$ cat src/rtl/rsa_ram.sv
// Generic simple dual-port RAM: one write port, one read port, registered read.
// No dependencies.
module rsa_ram #(
  parameter int WIDTH = 8,
  parameter int DEPTH = 16
) (
  input  logic                     clk,
  input  logic                     we,
  input  logic [$clog2(DEPTH)-1:0] waddr,
  input  logic [WIDTH-1:0]         wdata,
  input  logic [$clog2(DEPTH)-1:0] raddr,
  output logic [WIDTH-1:0]         rdata
);

  logic [WIDTH-1:0] mem [DEPTH];

  // Write and read ports
  always_ff @(posedge clk) begin
    if (we) begin
      mem[waddr] <= wdata;
    end
    rdata <= mem[raddr];
  end

endmodule

$ cat config.mk
export PLATFORM = sky130hd
export DESIGN_NAME = rsa_ram
export DESIGN_NICKNAME = d
export VERILOG_FILES = /design/src/rtl/rsa_ram.sv
export SDC_FILE = /design/constraint.sdc
export NUM_CORES = 1
export LEC_CHECK = 0
export BUFFER_PORTS_ARGS = -buffer_cell sky130_fd_sc_hd__clkbuf_2
export CORE_ASPECT_RATIO = 0.5
export CORE_MARGIN = 3
export CORE_UTILIZATION = 40
export DETAILED_ROUTE_END_ITERATION = 10
export GPL_TIMING_DRIVEN = 0
export MAX_ROUTING_LAYER = met4
export PLACE_DENSITY = 0.64
export REMOVE_ABC_BUFFERS = 1
export SETUP_SLACK_MARGIN = 0.05
export SYNTH_ARGS = -nofsm -noshare
export SYNTH_HDL_FRONTEND = slang
export SYNTH_SLANG_ARGS = --single-unit
$ cat constraint.sdc
create_clock -name clk -period 3.39 [get_ports clk]
set_input_delay 0.678 -clock clk [delete_from_list [all_inputs] [get_ports clk]]
set_output_delay 0.678 -clock clk [all_outputs]
set_load 0.1 [all_outputs]
* After elaboration in Yosys (flattened, before gate mapping)
Memory sizes are Yosys's and may differ from the RTL's. A register that Yosys moved wholly into a read port is not among the register bits. Index checks and enable logic that the tools add are counted.
Storage, ports and cells: bits in registers 0, bits in latches 0, RAM bits 128, memory bits (read-only) 0, logic and storage cells 3, memories 1
Operators by class: add/sub/neg operators 0, multiply operators 0, div/mod/pow operators 0, magnitude comparators 0, equality and inequality tests 0, shift-type cells 0, muxes and demuxes 2, bitwise logic cells 0, reduce and logical (&&, ||, !) cells 0
Memory list:
- mem | depth 16, bits a word 8, rd ports 1, clocked after Yosys merged registers in 1, wr ports 1, RTL line 15 | logic [WIDTH-1:0] mem [DEPTH];
Operators by type and width (count):
- 1-bit two-way mux | 2

* Logic depth before layout (Yosys ltp)
Gate-level depths: netlist (run 1).
depth in word-level cells 2, mapped depth 5, depth with buffers taken out 3

* Worst setup path before layout (run 1)
OpenSTA, ideal clock, no wires.
kind input-to-reg, start point in waddr[2], end point mem mem[0][0], enable pin, data arrival time 1.788 ns, required time 3.007 ns, slack 1.219 ns, stages on the path 2, buffers on the path 0, cell sequence or3b_2 -> nor3_1
RTL lines:
- start: declaration | RTL line 9 | input logic [$clog2(DEPTH)-1:0] waddr,
- end: declaration | RTL line 15
No word-level cell before the write port.

==> results of run 1 <==
[stage by stage]
step                      instance area (um2)  worst slack (ps)  cells  hold WS [ps]  power (mW)
final                                    5948             939.4    443         669.8       3.774
after global routing                     5948             838.6    443         708.6       3.895
after CTS                                5938             901.1    443         678.2       3.798
after detailed placement                 5403             470.3    411         665.2       2.172
after global placement                   5393             510.2    409         654.1       2.162
after floorplan                          5061              1219    219         629.3       2.080
[synthesized netlist by cell type (all sizes together)]
master and count:
dfxtp 8, edfxtp 128, nand3b 2, and2 1
or3b 1, nand3 1, nor2 13, a22oi 16
nor2b 1, nand2 9, buf 7, nand2b 2
nor3 4, and2b 1, mux4 32, clkdlybuf4s25 3
[sequential cells by signal, summed over array words and instances (netlist names)]
name,cells
mem,128
rdata,8
[routing by layer]
| layer | GRT usage | vias to the layer above | share of wire |
|---|---|---|---|
| met5 | - | - | 0 |
| met4 | 0.04266 | 0 | 0.0054 |
| met3 | 0.05649 | 4 | 0.082 |
| met2 | 0.2223 | 81 | 0.48 |
| met1 | 0.1877 | 1258 | 0.43 |
| li1 | - | 1048 | - |
[path summary, 6_finish.rpt]
| kind | startpoint | slack [ps] | end |
|---|---|---|---|
| setup / recovery | raddr[0] | 940 | rdata[1] |
| hold / removal | mem[15][7] | 670 | rdata[7] |
| setup reg to reg | mem[9][1] | 1880 | rdata[1] |
| hold reg to reg | mem[15][7] | 670 | rdata[7] |
[worst register-to-register path, stage by stage (launching register included)]
cell	delay [ps]
edfxtp_1	350
mux4_1	520
a22oi_1	340
nand2_1	150
[kinds of logic after synthesis]
| logic type | Yosys count | synth area share |
|---|---|---|
| and+or+nand+nor | 35 | 0.03184 |
| AOI/OAI and AO/OA | 16 | 0.02334 |
| DFF | 136 | 0.7778 |
| buffers and inverters | 10 | 0.01677 |
| muxes | 32 | 0.1502 |
[final cells by class]
class	instances	area (um2)
clock buffer	28	516.7
fill	976	6243
timing repair buffer	27	135.1
clock inverter	4	18.77
multi-input combinational	83	1067
tap	165	206.4
sequential	136	4004
[power by group]
group	leakage, nW	internal (mW)	switching (mW)
Sequential	1.22	1.88	0.00920
Clock	0.266	1.03	0.613
Combinational	0.487	0.0669	0.177
Total	1.98	2.97	0.799
==> impl_results.md, run 1 <==
* Die height at 86.22 um
* Hold Buf Count CTS at 0
* Reg2reg path depth at 3
* DR WL/cell at 21.70 um
* Period utilization at 0.7229
* Synth top area share at 0.7467
* Worst path slowest cell: clkbuf_2
* DR DRC count at 0
* IO Pins at 26
* Drt total wl at 9.615 mm
* Status: finished, final reports clean
* Initial antenna violation count at 0
* RSZ-0062 raised after global routing: false
* Routed vias/inst at 5.397
* Fin Clk Skew at 5.501 ps
* Max-slew headroom at 0.2163
* #FFs+latches synth at 136
* Crit path capture type: flop
* Pin count of the biggest net entering global routing at 33
* DIE AREA at 0.01435 mm2
* Vias in the first global route at 2434
* Final Wtd Congestion at 0.7453
* Total gr overflow at 0
* Slew at the pin closest to its max-slew limit at 1176 ps
* Worst stage delay on the critical path at 840 ps
* Setup violators final at 0
* Antenna cells at 0
* Initial DRC Count at 240
* Worst hold path class: flop to flop
* GRT Total Usage at 0.1467
* Std cell rows at 28
* WHS Path Cells at 3
* Synth top area cells: edfxtp_1, mux4_2, mux4_1
* Worst path arrival time at 2710 ps
* Fin. max-slew vios at 0
* Power density cells at 634.5 mW/mm2
* TritonCTS Buffers at 17
* CP cell instances: clkbuf_2 > mux4_1 > a22oi_1 > nand2_1
* Final min period at 2451 ps
* Die width at 166.4 um
* Initial Util at 0.4222
* Post-Syn Instances at 229
* CP Max Fanout at 32
* CORE AREA at 0.01219 mm2
* Resized Gates After CTS at 0
* Delay-heaviest family, CP: buffers and inverters
* Max clock buf depth at 2
* Post-CTS setup buffers at 0
* Worst vdd ir at 0.3781 mV
* Unique masters post-synth at 19
* Clock sink total at 136
* Final setup TNS at 0 ps
* I/O Buffers at 25
* HPWL Detailed at 5.765 mm
* Commonest non-fill, non-tap cell in the layout: edfxtp_1
* Worst path depth at 4
* Synthesized area per cell at 22.48 um2
* Netlist Area Pre-Place at 0.005147 mm2
* Maxcap violations at 0
* Final nets at 283
* Area grow syn2layout at 15.56%
* Register area share after synthesis at 0.7778
* Critical path startpoint category: input port
* Worst Path Required at 3650 ps
* Fmax at 408.1 MHz
* Largest area contributor in the netlist: edfxtp_1
* Clock Latency Late Sink at 410 ps
* Routed Antenna Nets at 0
* CTS root buf: clkbuf_16
* Endpoints failing hold at 0
* H-tree depth at 4
* Vias at 2391
* Yosys warnings at 0
* Most frequent cells in the layout: edfxtp_1, clkbuf_2, mux4_2
* Worst path bufs/invs at 1
* Clk slew on worst S/H paths at 50 ps
* Util after Layout at 0.4879
* 1st-pass router iterations at 5
* P_leak at 1.977 nW
* CTS tree: done
* Crit path kind: input port to flop
* Layout cell share with drive strength beyond 1 at 0.2626
* Global-route wire length before repair at 14.57 mm
Power figures use the tool's default switching activity.
==> run 2, diff against run 1 <==
--- a/config.mk
+++ b/config.mk
@@ -5,6 +5,7 @@
 export SDC_FILE = /design/constraint.sdc
 export NUM_CORES = 1
 export LEC_CHECK = 0
+export ABC_AREA = 1
 export BUFFER_PORTS_ARGS = -buffer_cell sky130_fd_sc_hd__clkbuf_2
 export CORE_ASPECT_RATIO = 0.5
 export CORE_MARGIN = 3
@@ -12,7 +13,7 @@
 export DETAILED_ROUTE_END_ITERATION = 10
 export GPL_TIMING_DRIVEN = 0
 export MAX_ROUTING_LAYER = met4
-export PLACE_DENSITY = 0.64
+export PLACE_DENSITY = 0.66
 export REMOVE_ABC_BUFFERS = 1
 export SETUP_SLACK_MARGIN = 0.05
 export SYNTH_ARGS = -nofsm -noshare
==> constraint.sdc (replaced) <==
create_clock -name clk -period 2.05 [get_ports clk]
set_input_delay 0.41 -clock clk [delete_from_list [all_inputs] [get_ports clk]]
set_output_delay 0.41 -clock clk [all_outputs]
set_load 0.1 [all_outputs]
==> impl_results.md, run 2 <==
* Status: finished, final reports clean
* Routed vias/inst at 4.773
* Post-Syn Instances at 551
* Sw frac at 0.2083
* DIE AREA at 0.01598 mm2
* Final nets at 589
* Pin count of the biggest net entering global routing at 66
* Post-synth EDFFs at 128
* Critical path startpoint category: input port
* GRT Total Usage at 0.1641
* Dpl ws at -1134 ps
* Comb pwr share at 0.069
* Crit path kind: input port to flop
* Power Internal at 5.599 mW
* Vias at 3704
* Setup violators final at 0
* Unique masters post-synth at 12
* Asr flop ratio synth at 0
* Initial DRC Count at 292
* Yosys warnings at 0
* #FFs+latches synth at 136
* Clock Latency Late Sink at 420 ps
* Final min period at 1850 ps
* Most frequent cells in the layout: nand2_1, edfxtp_1, inv_1
* Max reg flops at 128
* 1st-pass router iterations at 7
* Util after Layout at 0.4807
* Worst path arrival time at 2150 ps
* Fillers at 1216
* Layout cell share with drive strength beyond 1 at 0.08904
* Routed Antenna Nets at 0
* Largest family of logic cells by synthesized area: simple AND/OR/NAND/NOR gates
* Most common cell in the netlist: nand2_1
* Clock sink total at 136
* IO Pins at 26
* Worst stage delay on the critical path at 620 ps
* Fin Clk Skew at 7.459 ps
* Synth cell count leaders: nand2_1, edfxtp_1, inv_1
* Final WS setup at 199.8 ps
* Crit path capture type: flop
* Post-CTS setup buffers at 0
* Largest area contributor in the netlist: edfxtp_1
* Final Wtd Congestion at 0.7632
* Vias in the first global route at 3553
* Seq pwr share at 0.442
* Synth Area in Adders at 0
* CP cell instances: buf_2 > inv_2 > nand3_1 > nand3_1 > nand3_1 > nand2_1
* Delay-heaviest family, CP: buffers and inverters
* Synth top area cells: edfxtp_1, nand2_1, nand3_1
* Max clock buf depth at 2
* Register area share after synthesis at 0.6943
* P_leak at 2.841 nW
* CTS root buf: clkbuf_16
* Max-slew headroom at 0.4152
* CTS tree: done
* Drt total wl at 12.23 mm
* Worst hold path class: input port to flop
* Total gr overflow at 0
* Most used cell, CP: nand3_1
* Std cell rows at 30
* Synth Area in Compound Gates at 0
* Final setup TNS at 0 ps
* Initial Util at 0.4175
* Worst path bufs/invs at 2
* Netlist Area Pre-Place at 0.005767 mm2
* XOR/XNOR share of the synthesized area at 0
* H-tree depth at 4
* Ys flop type: edfxtp_1
* Commonest non-fill, non-tap cell in the layout: nand2_1
* Period utilization at 0.9025
* HPWL Detailed at 6.882 mm
* Area grow syn2layout at 15.14%
* Design area at 0.006640 mm2
* CORE AREA at 0.01381 mm2
* Fmax at 540.5 MHz
* Worst Path Required at 2350 ps
* Worst hold slack at 422.6 ps
* Fin. max-slew vios at 0
* Dpl cell area at 0.005966 mm2
* Synth Area in Simple Gates at 0.2105
* Worst path slowest cell: buf_2
* DR DRC count at 0
* Initial antenna violation count at 0
* Power density cells at 1065 mW/mm2
* Antenna cells at 0
* I/O Buffers at 25
* Die width at 175.8 um
* RSZ-0062 raised after global routing: false
* Power share of the clock group at 0.489
* NetSw at 1.473 mW
* Die height at 90.91 um
* Clk slew on worst S/H paths at 60 ps
* Slew at the pin closest to its max-slew limit at 873.9 ps
* Worst vdd ir at 0.6082 mV
* Maxcap violations at 0
* Largest regs: mem x128, rdata x8
* Synth top area share at 0.6665
* Synthesized area per cell at 10.47 um2
* DR WL/cell at 15.76 um
* Multiplexer share of the synthesized area at 0
* Endpoints failing hold at 0
* TritonCTS Buffers at 17
* Largest register by flop count: mem
* Global-route wire length before repair at 18.85 mm
* CP Max Fanout at 33
-- run 2: cell types whose count changed after synthesis, moves of 4 or more --
cell / before / now
nand2_1: 9 / 173
inv_1: 0 / 100
nand3_1: 1 / 97
mux4_2: 18 / 0
a22oi_1: 16 / 0
mux4_1: 14 / 0
buf_2: 3 / 13
nor2_1: 13 / 17
nor3_1: 4 / 0
-- run 2: cell type report --
class                           instances  area (um2)  share of cell area
Clock buffer                           22       444.2             0.06689
Timing Repair Buffer                   25       127.6             0.01922
Inverter                              102       387.9             0.05841
Multi-Input combinational cell        289        1214              0.1828
Tap cell                              192       240.2             0.03618
Sequential cell                       136        4004              0.6030
Clock inverter                         10       222.7             0.03354
-- run 2: tightest hold or removal path, delay by kind of cell --
family / cells / cell delay (ps)
buffers and inverters: 1 / 200
AND/OR/NAND/NOR: 2 / 180
-- run 2: power by group through the flow --
stage                     logic [mW]  clock network [mW]  registers (mW)
after CTS                      0.487                3.49            3.13
after detailed placement       0.486                   0            3.18
final                          0.486                3.46            3.13
after floorplan                0.168                   0            3.31
after global placement         0.479                   0            3.18
after global routing           0.526                3.61            3.13
-- run 2: kinds of logic (layout without fill, tap and decap cells) --
logic type	count (synthesis)	count (layout)
simple gates	289	289
flops	136	136
buf+inv	126	159
-- run 2: final timing paths --
kind	cells after the start	endpoint	from	slack (ps)
setup / recovery	6	rdata[1]	raddr[1]	200
hold / removal	3	rdata[3]	raddr[3]	420
setup reg to reg	6	rdata[1]	mem[5][1]	980
hold reg to reg	6	rdata[3]	mem[10][3]	670
-- run 2: what timing repair did --
item | in CTS | in global routing
hold buffers | 0 | 0
setup endpoints to repair | 8 | 5
resized for setup | 2 | 2
cloned | 0 | 0
-- run 2: per-stage QoR --
stage	total power, mW	instances
finish	7.072	776
global route	7.270	776
CTS	7.105	776
detailed placement	3.669	744
global placement	3.659	744
floorplan	3.481	527
-- run 2: layer usage --
metal  vias up  global-route usage  share of wire  wire length (um)
li1       1815                   -              -                 -
met1      1771              0.2015           0.43              5283
met2        96              0.2588           0.50              6054
met3        22             0.03862          0.052               633
met4         0             0.07702          0.021               257
met5         -                   -              0                 0
